$ cat src/rtl/gbfp_pkg.sv
// Shared types, constants and the message lookup for the binary frame parser.
package gbfp_pkg;

    localparam logic [7:0] SYNC_CHAR_1 = 8'hB5;
    localparam logic [7:0] SYNC_CHAR_2 = 8'h62;

    localparam logic [7:0] CLASS_NAV = 8'h01;
    localparam logic [7:0] CLASS_RXM = 8'h02;

    localparam logic [7:0] ID_NAV_POSLLH  = 8'h02;
    localparam logic [7:0] ID_NAV_SOL     = 8'h06;
    localparam logic [7:0] ID_NAV_TIMEUTC = 8'h21;
    localparam logic [7:0] ID_NAV_DOP     = 8'h04;
    localparam logic [7:0] ID_NAV_SVINFO  = 8'h30;
    localparam logic [7:0] ID_NAV_VELNED  = 8'h12;
    localparam logic [7:0] ID_RXM_SVSI    = 8'h20;

    localparam logic [15:0] MAX_LEN_RESET = 16'd998;

    typedef enum logic [2:0] {
        MSG_POSLLH  = 3'd0,
        MSG_SOL     = 3'd1,
        MSG_TIMEUTC = 3'd2,
        MSG_DOP     = 3'd3,
        MSG_SVINFO  = 3'd4,
        MSG_VELNED  = 3'd5,
        MSG_SVSI    = 3'd6
    } t_msg;

    typedef enum logic [1:0] {
        EV_PAYLOAD  = 2'd0,
        EV_GOOD     = 2'd1,
        EV_BAD      = 2'd2,
        EV_OVERSIZE = 2'd3
    } t_event;

    typedef struct packed {
        logic        valid;
        t_event      kind;
        logic [7:0]  data;
        logic [2:0]  code;
        logic [15:0] index;
    } t_result;

    typedef struct packed {
        logic       hit;
        logic [2:0] code;
    } t_lookup;

    function automatic t_lookup msg_lookup(input logic rxm_class, input logic [7:0] id);
        t_lookup res;
        res.hit  = 1'b1;
        res.code = MSG_POSLLH;
        if (rxm_class) begin
            res.hit  = (id == ID_RXM_SVSI);
            res.code = MSG_SVSI;
        end else begin
            case (id)
                ID_NAV_POSLLH:  res.code = MSG_POSLLH;
                ID_NAV_SOL:     res.code = MSG_SOL;
                ID_NAV_TIMEUTC: res.code = MSG_TIMEUTC;
                ID_NAV_DOP:     res.code = MSG_DOP;
                ID_NAV_SVINFO:  res.code = MSG_SVINFO;
                ID_NAV_VELNED:  res.code = MSG_VELNED;
                default:        res.hit  = 1'b0;
            endcase
        end
        return res;
    endfunction

endpackage

$ cat src/rtl/gbfp_parser.sv
// Frame state machine, checksum sums and result generation for one byte per step.
module gbfp_parser (
    input  logic              i_clk,
    input  logic              i_rst_n,
    input  logic              i_step,
    input  logic [7:0]        i_byte,
    input  logic [15:0]       i_max_len,
    output gbfp_pkg::t_result o_res
);
    import gbfp_pkg::*;

    typedef enum logic [2:0] {
        PH_HUNT   = 3'd0,
        PH_SYNC1  = 3'd1,
        PH_CLASS  = 3'd2,
        PH_ID     = 3'd3,
        PH_LEN_LO = 3'd4,
        PH_LEN_HI = 3'd5,
        PH_BODY   = 3'd6,
        PH_CK_B   = 3'd7
    } t_phase;

    t_phase      r_phase,     n_phase;
    logic [7:0]  r_sum_a,     n_sum_a;
    logic [7:0]  r_sum_b,     n_sum_b;
    logic [15:0] r_frame_len, n_frame_len;
    logic [15:0] r_seen,      n_seen;
    logic [2:0]  r_msg,       n_msg;
    logic        r_rxm_class, n_rxm_class;
    logic [7:0]  r_ck_a,      n_ck_a;

    t_result     res;
    t_lookup     lk;
    logic [7:0]  sum_a_add;
    logic [7:0]  sum_b_add;
    logic [15:0] len_full;

    always_comb begin
        lk        = msg_lookup(r_rxm_class, i_byte);
        sum_a_add = r_sum_a + i_byte;
        sum_b_add = r_sum_b + sum_a_add;
        len_full  = {i_byte, r_frame_len[7:0]};

        n_phase     = r_phase;
        n_sum_a     = r_sum_a;
        n_sum_b     = r_sum_b;
        n_frame_len = r_frame_len;
        n_seen      = r_seen;
        n_msg       = r_msg;
        n_rxm_class = r_rxm_class;
        n_ck_a      = r_ck_a;

        res.valid = 1'b0;
        res.kind  = EV_PAYLOAD;
        res.data  = 8'd0;
        res.code  = r_msg;
        res.index = r_frame_len;

        case (r_phase)
            PH_HUNT: begin
                if (i_byte == SYNC_CHAR_1) begin
                    n_phase = PH_SYNC1;
                end
            end
            PH_SYNC1: begin
                n_phase = (i_byte == SYNC_CHAR_2) ? PH_CLASS : PH_HUNT;
            end
            PH_CLASS: begin
                if (i_byte == CLASS_NAV || i_byte == CLASS_RXM) begin
                    n_sum_a     = sum_a_add;
                    n_sum_b     = sum_b_add;
                    n_rxm_class = (i_byte == CLASS_RXM);
                    n_phase     = PH_ID;
                end else begin
                    n_phase = PH_HUNT;
                end
            end
            PH_ID: begin
                if (lk.hit) begin
                    n_sum_a = sum_a_add;
                    n_sum_b = sum_b_add;
                    n_msg   = lk.code;
                    n_phase = PH_LEN_LO;
                end else begin
                    n_phase = PH_HUNT;
                end
            end
            PH_LEN_LO: begin
                n_sum_a     = sum_a_add;
                n_sum_b     = sum_b_add;
                n_frame_len = {8'd0, i_byte};
                n_phase     = PH_LEN_HI;
            end
            PH_LEN_HI: begin
                n_sum_a     = sum_a_add;
                n_sum_b     = sum_b_add;
                n_frame_len = len_full;
                n_seen      = 16'd0;
                if (len_full > i_max_len) begin
                    res.valid = 1'b1;
                    res.kind  = EV_OVERSIZE;
                    res.index = len_full;
                    n_phase   = PH_HUNT;
                end else begin
                    n_phase = PH_BODY;
                end
            end
            PH_BODY: begin
                if (r_seen < r_frame_len) begin
                    n_sum_a   = sum_a_add;
                    n_sum_b   = sum_b_add;
                    n_seen    = r_seen + 16'd1;
                    res.valid = 1'b1;
                    res.kind  = EV_PAYLOAD;
                    res.data  = i_byte;
                    res.index = r_seen;
                end else begin
                    n_ck_a  = i_byte;
                    n_phase = PH_CK_B;
                end
            end
            PH_CK_B: begin
                res.valid = 1'b1;
                res.kind  = (r_ck_a == r_sum_a && i_byte == r_sum_b) ? EV_GOOD : EV_BAD;
                n_phase   = PH_HUNT;
            end
            default: begin
                n_phase = PH_HUNT;
            end
        endcase

        // Every return to hunting restores the reset values of the frame state.
        if (n_phase == PH_HUNT) begin
            n_sum_a     = 8'd0;
            n_sum_b     = 8'd0;
            n_frame_len = 16'd0;
            n_seen      = 16'd0;
            n_msg       = 3'd0;
            n_rxm_class = 1'b0;
            n_ck_a      = 8'd0;
        end

        o_res       = res;
        o_res.valid = res.valid & i_step;
    end

    always_ff @(posedge i_clk) begin
        if (!i_rst_n) begin
            r_phase     <= PH_HUNT;
            r_sum_a     <= 8'd0;
            r_sum_b     <= 8'd0;
            r_frame_len <= 16'd0;
            r_seen      <= 16'd0;
            r_msg       <= 3'd0;
            r_rxm_class <= 1'b0;
            r_ck_a      <= 8'd0;
        end else if (i_step) begin
            r_phase     <= n_phase;
            r_sum_a     <= n_sum_a;
            r_sum_b     <= n_sum_b;
            r_frame_len <= n_frame_len;
            r_seen      <= n_seen;
            r_msg       <= n_msg;
            r_rxm_class <= n_rxm_class;
            r_ck_a      <= n_ck_a;
        end
    end

    a_body_count: assert property (@(posedge i_clk) disable iff (!i_rst_n)
        (r_phase == PH_BODY) |-> (r_seen <= r_frame_len))
        else $error("payload count passed the frame length");

    a_hunt_clear: assert property (@(posedge i_clk) disable iff (!i_rst_n)
        (r_phase == PH_HUNT) |-> (r_sum_a == 8'd0 && r_sum_b == 8'd0 && r_frame_len == 16'd0))
        else $error("frame state not cleared while hunting");

    a_end_hunt: assert property (@(posedge i_clk) disable iff (!i_rst_n)
        (o_res.valid && o_res.kind != EV_PAYLOAD) |=> (r_phase == PH_HUNT))
        else $error("parser did not return to hunting after a frame end");

    a_step_only: assert property (@(posedge i_clk) disable iff (!i_rst_n)
        o_res.valid |-> i_step)
        else $error("result raised without a step");

endmodule

$ cat src/rtl/gnss_binary_frame_parser_top.sv
// Top level of the binary frame parser: input register, parser and result register.
//
//  Channel     Direction  Request when          Contents
//  s_axis      in         tvalid & tready       tdata[7:0] rx_byte
//  m_axis      out        tvalid & tready       tuser kind, tdata byte/code/index
//  cfg         in         valid & ready         data[15:0] max_payload_length
//
// One byte is taken per cycle while the result register is not stalled; a result is registered in the result register.
// The parser state advances in one step per byte from the input register to the result register.
// Reset is synchronous and active low; it returns the parser to hunting and the limit to 998.
// When the result register is full and not taken, a byte in the input register holds and tready drops.
// Configuration writes are always ready.
module gnss_binary_frame_parser_top (
    input  logic        i_clk,
    input  logic        i_rst_n,
    input  logic        i_s_axis_tvalid,
    output logic        o_s_axis_tready,
    input  logic [7:0]  i_s_axis_tdata,   // [7:0] rx_byte
    output logic        o_m_axis_tvalid,
    input  logic        i_m_axis_tready,
    output logic [31:0] o_m_axis_tdata,   // [7:0] payload_byte, [10:8] message_code,
                                          // [26:11] byte_index, [31:27] zero
    output logic [1:0]  o_m_axis_tuser,   // [1:0] event_kind
    input  logic        i_cfg_valid,
    output logic        o_cfg_ready,
    input  logic [15:0] i_cfg_data        // [15:0] max_payload_length
);
    import gbfp_pkg::*;

    logic        r_in_valid;
    logic [7:0]  r_in_byte;
    logic [15:0] r_max_len;
    logic        r_out_valid;
    t_result     r_out;
    t_result     res;
    logic        step;

    assign step            = r_in_valid & (~r_out_valid | i_m_axis_tready);
    assign o_s_axis_tready = ~r_in_valid | step;
    assign o_cfg_ready     = 1'b1;

    gbfp_parser u_parser (
        .i_clk     (i_clk),
        .i_rst_n   (i_rst_n),
        .i_step    (step),
        .i_byte    (r_in_byte),
        .i_max_len (r_max_len),
        .o_res     (res)
    );

    always_ff @(posedge i_clk) begin
        if (!i_rst_n) begin
            r_in_valid  <= 1'b0;
            r_out_valid <= 1'b0;
            r_max_len   <= MAX_LEN_RESET;
        end else begin
            if (o_s_axis_tready) begin
                r_in_valid <= i_s_axis_tvalid;
            end
            if (step) begin
                r_out_valid <= res.valid;
            end else if (i_m_axis_tready) begin
                r_out_valid <= 1'b0;
            end
            if (i_cfg_valid) begin
                r_max_len <= i_cfg_data;
            end
        end
    end

    always_ff @(posedge i_clk) begin
        if (i_s_axis_tvalid && o_s_axis_tready) begin
            r_in_byte <= i_s_axis_tdata;
        end
        if (step && res.valid) begin
            r_out <= res;
        end
    end

    assign o_m_axis_tvalid = r_out_valid;
    assign o_m_axis_tuser  = r_out.kind;
    assign o_m_axis_tdata  = {5'd0, r_out.index, r_out.code, r_out.data};

endmodule
$ cat config.mk
export PLATFORM = sky130hd
export DESIGN_NAME = gnss_binary_frame_parser_top
export DESIGN_NICKNAME = d
export VERILOG_FILES = /design/src/rtl/gbfp_pkg.sv /design/src/rtl/gbfp_parser.sv /design/src/rtl/gnss_binary_frame_parser_top.sv
export SDC_FILE = /design/constraint.sdc
export NUM_CORES = 1
export LEC_CHECK = 0
export ABC_AREA = 0
export BUFFER_PORTS_ARGS = -buffer_cell sky130_fd_sc_hd__buf_2
export CORE_MARGIN = 10
export CORE_UTILIZATION = 40
export DETAILED_ROUTE_END_ITERATION = 7
export PLACE_DENSITY = 0.58
export RECOVER_POWER = 50
export SLEW_MARGIN = 20
export SYNTH_ARGS = -nofsm -noshare
export SYNTH_HDL_FRONTEND = slang
export SYNTH_SLANG_ARGS = --single-unit
$ cat constraint.sdc
create_clock -name i_clk -period 5 [get_ports i_clk]
set_input_delay 0.25 -clock i_clk [delete_from_list [all_inputs] [get_ports i_clk]]
set_output_delay 0.25 -clock i_clk [all_outputs]
set_load 0.02 [all_outputs]
==> results of run 1 <==
how the worst max path moves through the flow:
stage                        start             endpoint  cells past startpoint
4_1_cts               r_in_byte[7]   o_m_axis_tdata[21]                      7
3_3_place_gp          r_in_byte[6]   o_m_axis_tdata[10]                      7
5_1_grt        u_parser.r_phase[1]  u_parser.r_seen[10]                      8
6_report              r_in_byte[0]  u_parser.r_sum_b[7]                     13
2_1_floorplan         r_in_byte[1]    o_m_axis_tdata[0]                      7
3_5_place_dp          r_in_byte[7]    o_m_axis_tdata[9]                      7
routing by layer:
| layer | track usage | share of wire |
|---|---|---|
| met1 | 0.189 | 0.44 |
| met2 | 0.265 | 0.49 |
| met3 | 0.0430 | 0.053 |
| met4 | 0.0505 | 0.015 |
| met5 | 0 | 0 |
critical path: stages (launching register included):
cell	delay [ns]
edfxtp_1	0.62
ha_1	0.34
fa_1	0.40
a21o_1	0.17
a21oi_1	0.21
xnor2_1	0.19
ha_1	0.32
nand2_1	0.08
o21ai_0	0.10
o41ai_1	0.34
xnor2_1	0.17
inv_1	0.08
and3_1	0.19
a221o_2	0.29
through the flow:
step / std cells / hold WS, ns / total power (W)
global route: 976 / 0.00328 / 0.00251
CTS: 974 / 0.00179 / 0.00245
detailed placement: 939 / 0.421 / 0.00121
global placement: 939 / 0.419 / 0.00120
finish: 976 / 0.0164 / 0.00242
floorplan: 699 / 0.349 / 0.00117
final cells by class:
type | instances | area, sq um
Inverter | 44 | 165
Fill cell | 1550 | 8390
Tap cell | 216 | 270
Clock inverter | 8 | 91.3
Sequential cell | 118 | 2730
Multi-Input combinational cell | 494 | 3400
Clock buffer | 23 | 510
Timing Repair Buffer | 73 | 389
cell families after synthesis:
family | count (synthesis) | share of synthesized area
simple gates | 220 | 0.169
compound gates | 164 | 0.173
flops | 118 | 0.420
buf+inv | 87 | 0.0626
fa+ha+maj | 48 | 0.0945
xor+xnor | 30 | 0.0404
mux | 26 | 0.0400
other cells | 2 | 0.00115
power groups by stage:
stage | clock network [W] | logic [W] | registers, W
after floorplan | 0 | 0.000140 | 0.00103
after global placement | 0 | 0.000164 | 0.00104
after detailed placement | 0 | 0.000168 | 0.00104
after CTS | 0.00125 | 0.000171 | 0.00102
after global routing | 0.00129 | 0.000192 | 0.00103
final | 0.00123 | 0.000172 | 0.00102
cells in the final DEF (no fill, tap or decap), drive strengths merged, types with 6 or more instances in the layout:
cell    netlist  final
dfxtp        81     81
nand2        67     67
clkbuf       20     56
nor2         53     53
ha           46     46
inv          44     45
a21oi        39     39
edfxtp       37     37
o21ai        36     36
buf          23     35
nand3        28     28
xnor2        26     26
mux2i        26     26
a22o         24     24
and3         19     19
o211ai       15     15
a31oi        13     13
nand4        11     11
a221o         9      9
nor3          9      9
a21o          7      7
nor2b         7      7
a211oi        7      7
nor4          6      6
or3           6      6
conb          2      6
registers in the layout (all words and copies together) (netlist names), 2 cells and up:
name and cells:
r_in_byte 8, o_m_axis_tdata 27, u_parser.r_sum_b 8, u_parser.r_frame_len 16
u_parser.r_phase 3, r_max_len 16, u_parser.r_seen 16, u_parser.r_msg 3
u_parser.r_sum_a 8, o_m_axis_tuser 2, u_parser.r_ck_a 8
==> out/results.ini, run 1 <==
[cts]
clk_pin_slew_ns = 0.05
cts.repair.resized = 0
clock_path_buffers = 2
cts-root-buf = clkbuf_16
post_cts_buffers = 0
cts_hold_buffers = 4
cts.htree.levels = 4
cts_buffers = 17
tritoncts = done
clock-sinks = 118
clock_latency_ns = 0.42

[grt]
antenna_found_initial = 0
grt_pass1_vias = 5411
grt_usage = 0.157
grt_pass1_wl_mm = 27.7
grt_max_degree = 42
gr-total-overflow = 0

[logic_synthesis]
synth-async-reset-ratio = 0
synthFlopType = dfxtp_1
seq_area_frac_synth = 0.420
yosysMostFrequentCell = dfxtp_1
ys_ff_latch = 118
synth-edff-count = 37
synth_cell_type_count = 61
syn_avg_cell_area_sq_um = 9.37
ys_top_cells_by_count = dfxtp_1 (81), nand2_1 (67), nor2_1 (52)
synth_top_area_frac = 0.249
netlist_area_sq_um = 6510
syn_inst = 695
synth_warnings = 0
ys_top_cells_by_area = dfxtp_1 (25%), edfxtp_1 (17%), ha_1 (8.8%)
yosysTopAreaCell = dfxtp_1

[run]
drv_cap = 1

[floorplan]
die_y_um = 148
die-area_sq_um = 21800
num_rows = 46
core_area_sq_um = 15900
dieWidth_um = 148
start_util = 0.408
ios = 66

[min_path]
holdPathStages = 1
hold_path_end = r_in_byte[3]
min_path_type = in -> reg
hp-start = i_s_axis_tdata[3]

[setup_path]
reg2reg_slack_ns = 1.39
worst_setup_path_start_kind = register
regToRegStartpoint = r_in_byte[0]
cp.arrival_ns = 3.91
r2r_cells = 13
critPathCaptureType = register
worstSetupPathType = reg -> reg
r2r_end = u_parser.r_sum_b[7]
crit_path_max_fanout = 13
worst_ep_required_time_ns = 5.30

[placed_design]
placed_area_sq_um = 6920
gp_congestion = 0.849
dp_slack_ns = 1.30
dp_hpwl_mm = 12.1
port_buffers = 59

[power_and_ir_drop]
internal-power_w = 0.00188
p_leak_nw = 2.99
p_switching_w = 0.000548
seqPwrFrac = 0.422
clockPowerShare = 0.507
swShare = 0.226
power.density_nw_per_um2 = 321
peakVddDrop_v = 0.000236
power.share.combinational = 0.071

[sta]
max_slew.worst_pin.slew_ns = 1.79
min_period_over_period = 0.722
hold_violations = 0
fin_ws_ns = 1.39
slew-limit-headroom = -0.193
finalCriticalPeriod_ns = 3.61
rsz0062_at_grt = no
final.setup.tns_ns = 0
max_freq_mhz = 277
setup_viol = 0
worst_clock_skew_ns = 0.00498
maxSlewViolCount = 42

[cells_and_area]
layout.nets = 825
n_antenna_cell = 0
areaGrowthSynthToFinish_pct = 16.0
fin_area_sq_um = 7560
final_util = 0.474
drive_above_1_share = 0.111

[outcome]
violations = max-capacitance violations, max-slew violations
status = finished with violations

[drt]
ant_nets = 0
route.detailed.drc = 0
vias = 5270
drt_wl_total_mm = 16.7
via_per_inst = 5.40
drt-initial-drc-count = 364
drt_first_pass_iters = 6
wl_per_cell_um = 17.1

Note: power is estimated with default switching activity, not from simulation.
==> run 2: changes to the inputs <==
Clock period 5 ns to 3.4 ns, I/O delays scaled along.
==> out/results.ini, run 2 (same netlist as run 1, synthesis figures left out) <==
[drt]
wl_per_cell_um = 16.8  ; -1.4%
dr_wl_met3_um = 727  ; -17%
via_per_inst = 5.23  ; -3.1%
vias = 5286  ; +0.30%
drt_wl_total_mm = 17.0  ; +2.0%
highest_layer = met4
met2_length_mm = 8.57  ; +5.0%
route.detailed.drc = 0  ; unchanged
drt_first_pass_iters = 4  ; -2
met1_length_mm = 7.43  ; +0.65%
ant_nets = 0  ; unchanged
drt-initial-drc-count = 328  ; -9.9%

[cells_and_area]
largest_reg_flops = 27  ; unchanged
n_antenna_cell = 0  ; unchanged
drive_above_1_share = 0.127  ; +0.0167
areaGrowthSynthToFinish_pct = 20.6
layout.nets = 858  ; +4.0%
num-fill-cells = 1501  ; -3.2%
layout_common_cells = dfxtp_1 (81), nand2_1 (67), nor2_1 (52)
final_common_cell = dfxtp_1

[power_and_ir_drop]
peakVddDrop_v = 0.000405  ; +71%
p_leak_nw = 3.12  ; +4.3%
power.density_nw_per_um2 = 460  ; +43%

[setup_path]
worstSetupPathType = reg -> reg
worst_setup_path_start_kind = register
crit_slowest_cell = fa_1
crit_path_max_fanout = 4  ; -9
worst_ep_required_time_ns = 3.70  ; -1.60 ns
crit_chain = ha_1 -> fa_1 -> a21o_1 -> a21oi_2 -> xnor2_1 -> ha_1 -> nand2_1 -> o21ai_0 -> o41ai_2 -> xnor2_1 -> inv_1 -> and3_1 -> a221o_2
cp.arrival_ns = 3.44  ; -0.47 ns
max_stage_delay_ns = 0.40  ; -0.22 ns
critPathCaptureType = register

[grt]
grt_pass1_wl_mm = 28.3  ; +2.2%
grt_max_degree = 41  ; -2.4%
antenna_found_initial = 0  ; unchanged
gr-total-overflow = 0  ; unchanged
grt_usage = 0.160  ; +0.00328
grt_pass1_vias = 5460  ; +0.91%

[placed_design]
dp_hpwl_mm = 12.3  ; +1.4%
port_buffers = 59  ; unchanged
gp_congestion = 0.844  ; -0.62%

[sta]
hold_violations = 0  ; unchanged
setup_viol = 0  ; unchanged
hold_ws_ns = 0.0215  ; +0.00509 ns
min_period_over_period = 0.921  ; +0.199
rsz0062_at_grt = no
finalCriticalPeriod_ns = 3.13  ; -0.478 ns
max_freq_mhz = 319  ; +15%
final.setup.tns_ns = 0  ; unchanged
max_slew.worst_pin.slew_ns = 0.919  ; -0.870 ns
worst_clock_skew_ns = 0.00884  ; +0.00386 ns
maxSlewViolCount = 0  ; -100%
slew-limit-headroom = 0.387  ; +0.580

[floorplan]
die_y_um = 148  ; unchanged
start_util = 0.408  ; unchanged
ios = 66  ; unchanged
die-area_sq_um = 21800  ; unchanged
num_rows = 46  ; unchanged
core_area_sq_um = 15900  ; unchanged
dieWidth_um = 148  ; unchanged

[run]
drv_cap = 0  ; -1

[cts]
clock_latency_ns = 0.42  ; about the same
post_cts_buffers = 0  ; unchanged
clock_path_buffers = 2  ; unchanged
cts_buffers = 17  ; unchanged
tritoncts = done
clock-sinks = 118  ; unchanged
cts-root-buf = clkbuf_16
clk_pin_slew_ns = 0.06  ; about the same
cts.htree.levels = 4  ; unchanged

[min_path]
min_path_type = in -> reg

[outcome]
status = complete, no violations

run 2: changes by cell type in the layout (fill, tap and decap cells not counted), sizes merged:
| cell | previous run | this run |
|---|---|---|
| dlygate4sd3 | 5 | 23 |
| buf | 35 | 48 |
| clkinvlp | 0 | 4 |
| clkinv | 5 | 4 |
| inv | 45 | 44 |
| clkbuf | 56 | 57 |
run 2: stage by stage:
step                setup slack [ns]   util  power, W  cells  instance area (sq um)
floorplan                      0.257      -   0.00172    699                   6530
global placement               0.183  0.442   0.00179    955                   7050
detailed placement             0.141  0.442   0.00180    955                   7050
CTS                            0.120  0.495   0.00364   1010                   7890
global route                 0.00124  0.493   0.00375   1010                   7860
finish                         0.267  0.493   0.00362   1010                   7860
run 2: final timing paths:
| kind | slack (ns) | cells past startpoint | endpoint | startpoint |
|---|---|---|---|---|
| setup / recovery | 0.27 | 13 | u_parser.r_sum_b[7] | r_in_byte[0] |
| hold / removal | 0.02 | 3 | r_max_len[15] | i_cfg_data[15] |
| setup reg to reg | 0.27 | 13 | u_parser.r_sum_b[7] | r_in_byte[0] |
| hold reg to reg | 0.43 | 0 | o_m_axis_tdata[8] | u_parser.r_msg[0] |
run 2: layout make-up:
class                   count  area [sq um]  area share
clock buffers              22           485      0.0618
clock inverters            10           121      0.0155
inverters                  44           165      0.0210
multi-input cells         494          3420       0.435
flip-flops and latches    118          2730       0.348
well taps                 216           270      0.0344
repair buffers            106           664      0.0846
run 2: layer usage:
layer  GRT usage  vias up
met5           0        -
met1       0.191     2499
li1            -     2668
met2       0.275       98
met3      0.0418       21
met4      0.0491        0
run 2: power by group:
| group | switching [W] | internal [W] | total, W |
|---|---|---|---|
| registers | 0.0000211 | 0.00147 | 0.00149 |
| logic | 0.000182 | 0.000122 | 0.000304 |
| clock network | 0.000659 | 0.00116 | 0.00182 |
| total | 0.000862 | 0.00275 | 0.00362 |
run 2: repair_timing:
action / CTS / global route
hold endpoints to repair: 23 / 0
resized for setup: 0 / 4
hold buffers: 23 / 0
endpoints found under the setup margin: 0 / 12
run 2: critical path: cells and delay by family (launching register included):
family	cells	cell delay, ns
compound gates	5	1.03
xor+xnor	2	0.32
fa+ha+maj	3	0.96
buf+inv	1	0.06
flops	1	0.39
simple gates	2	0.26
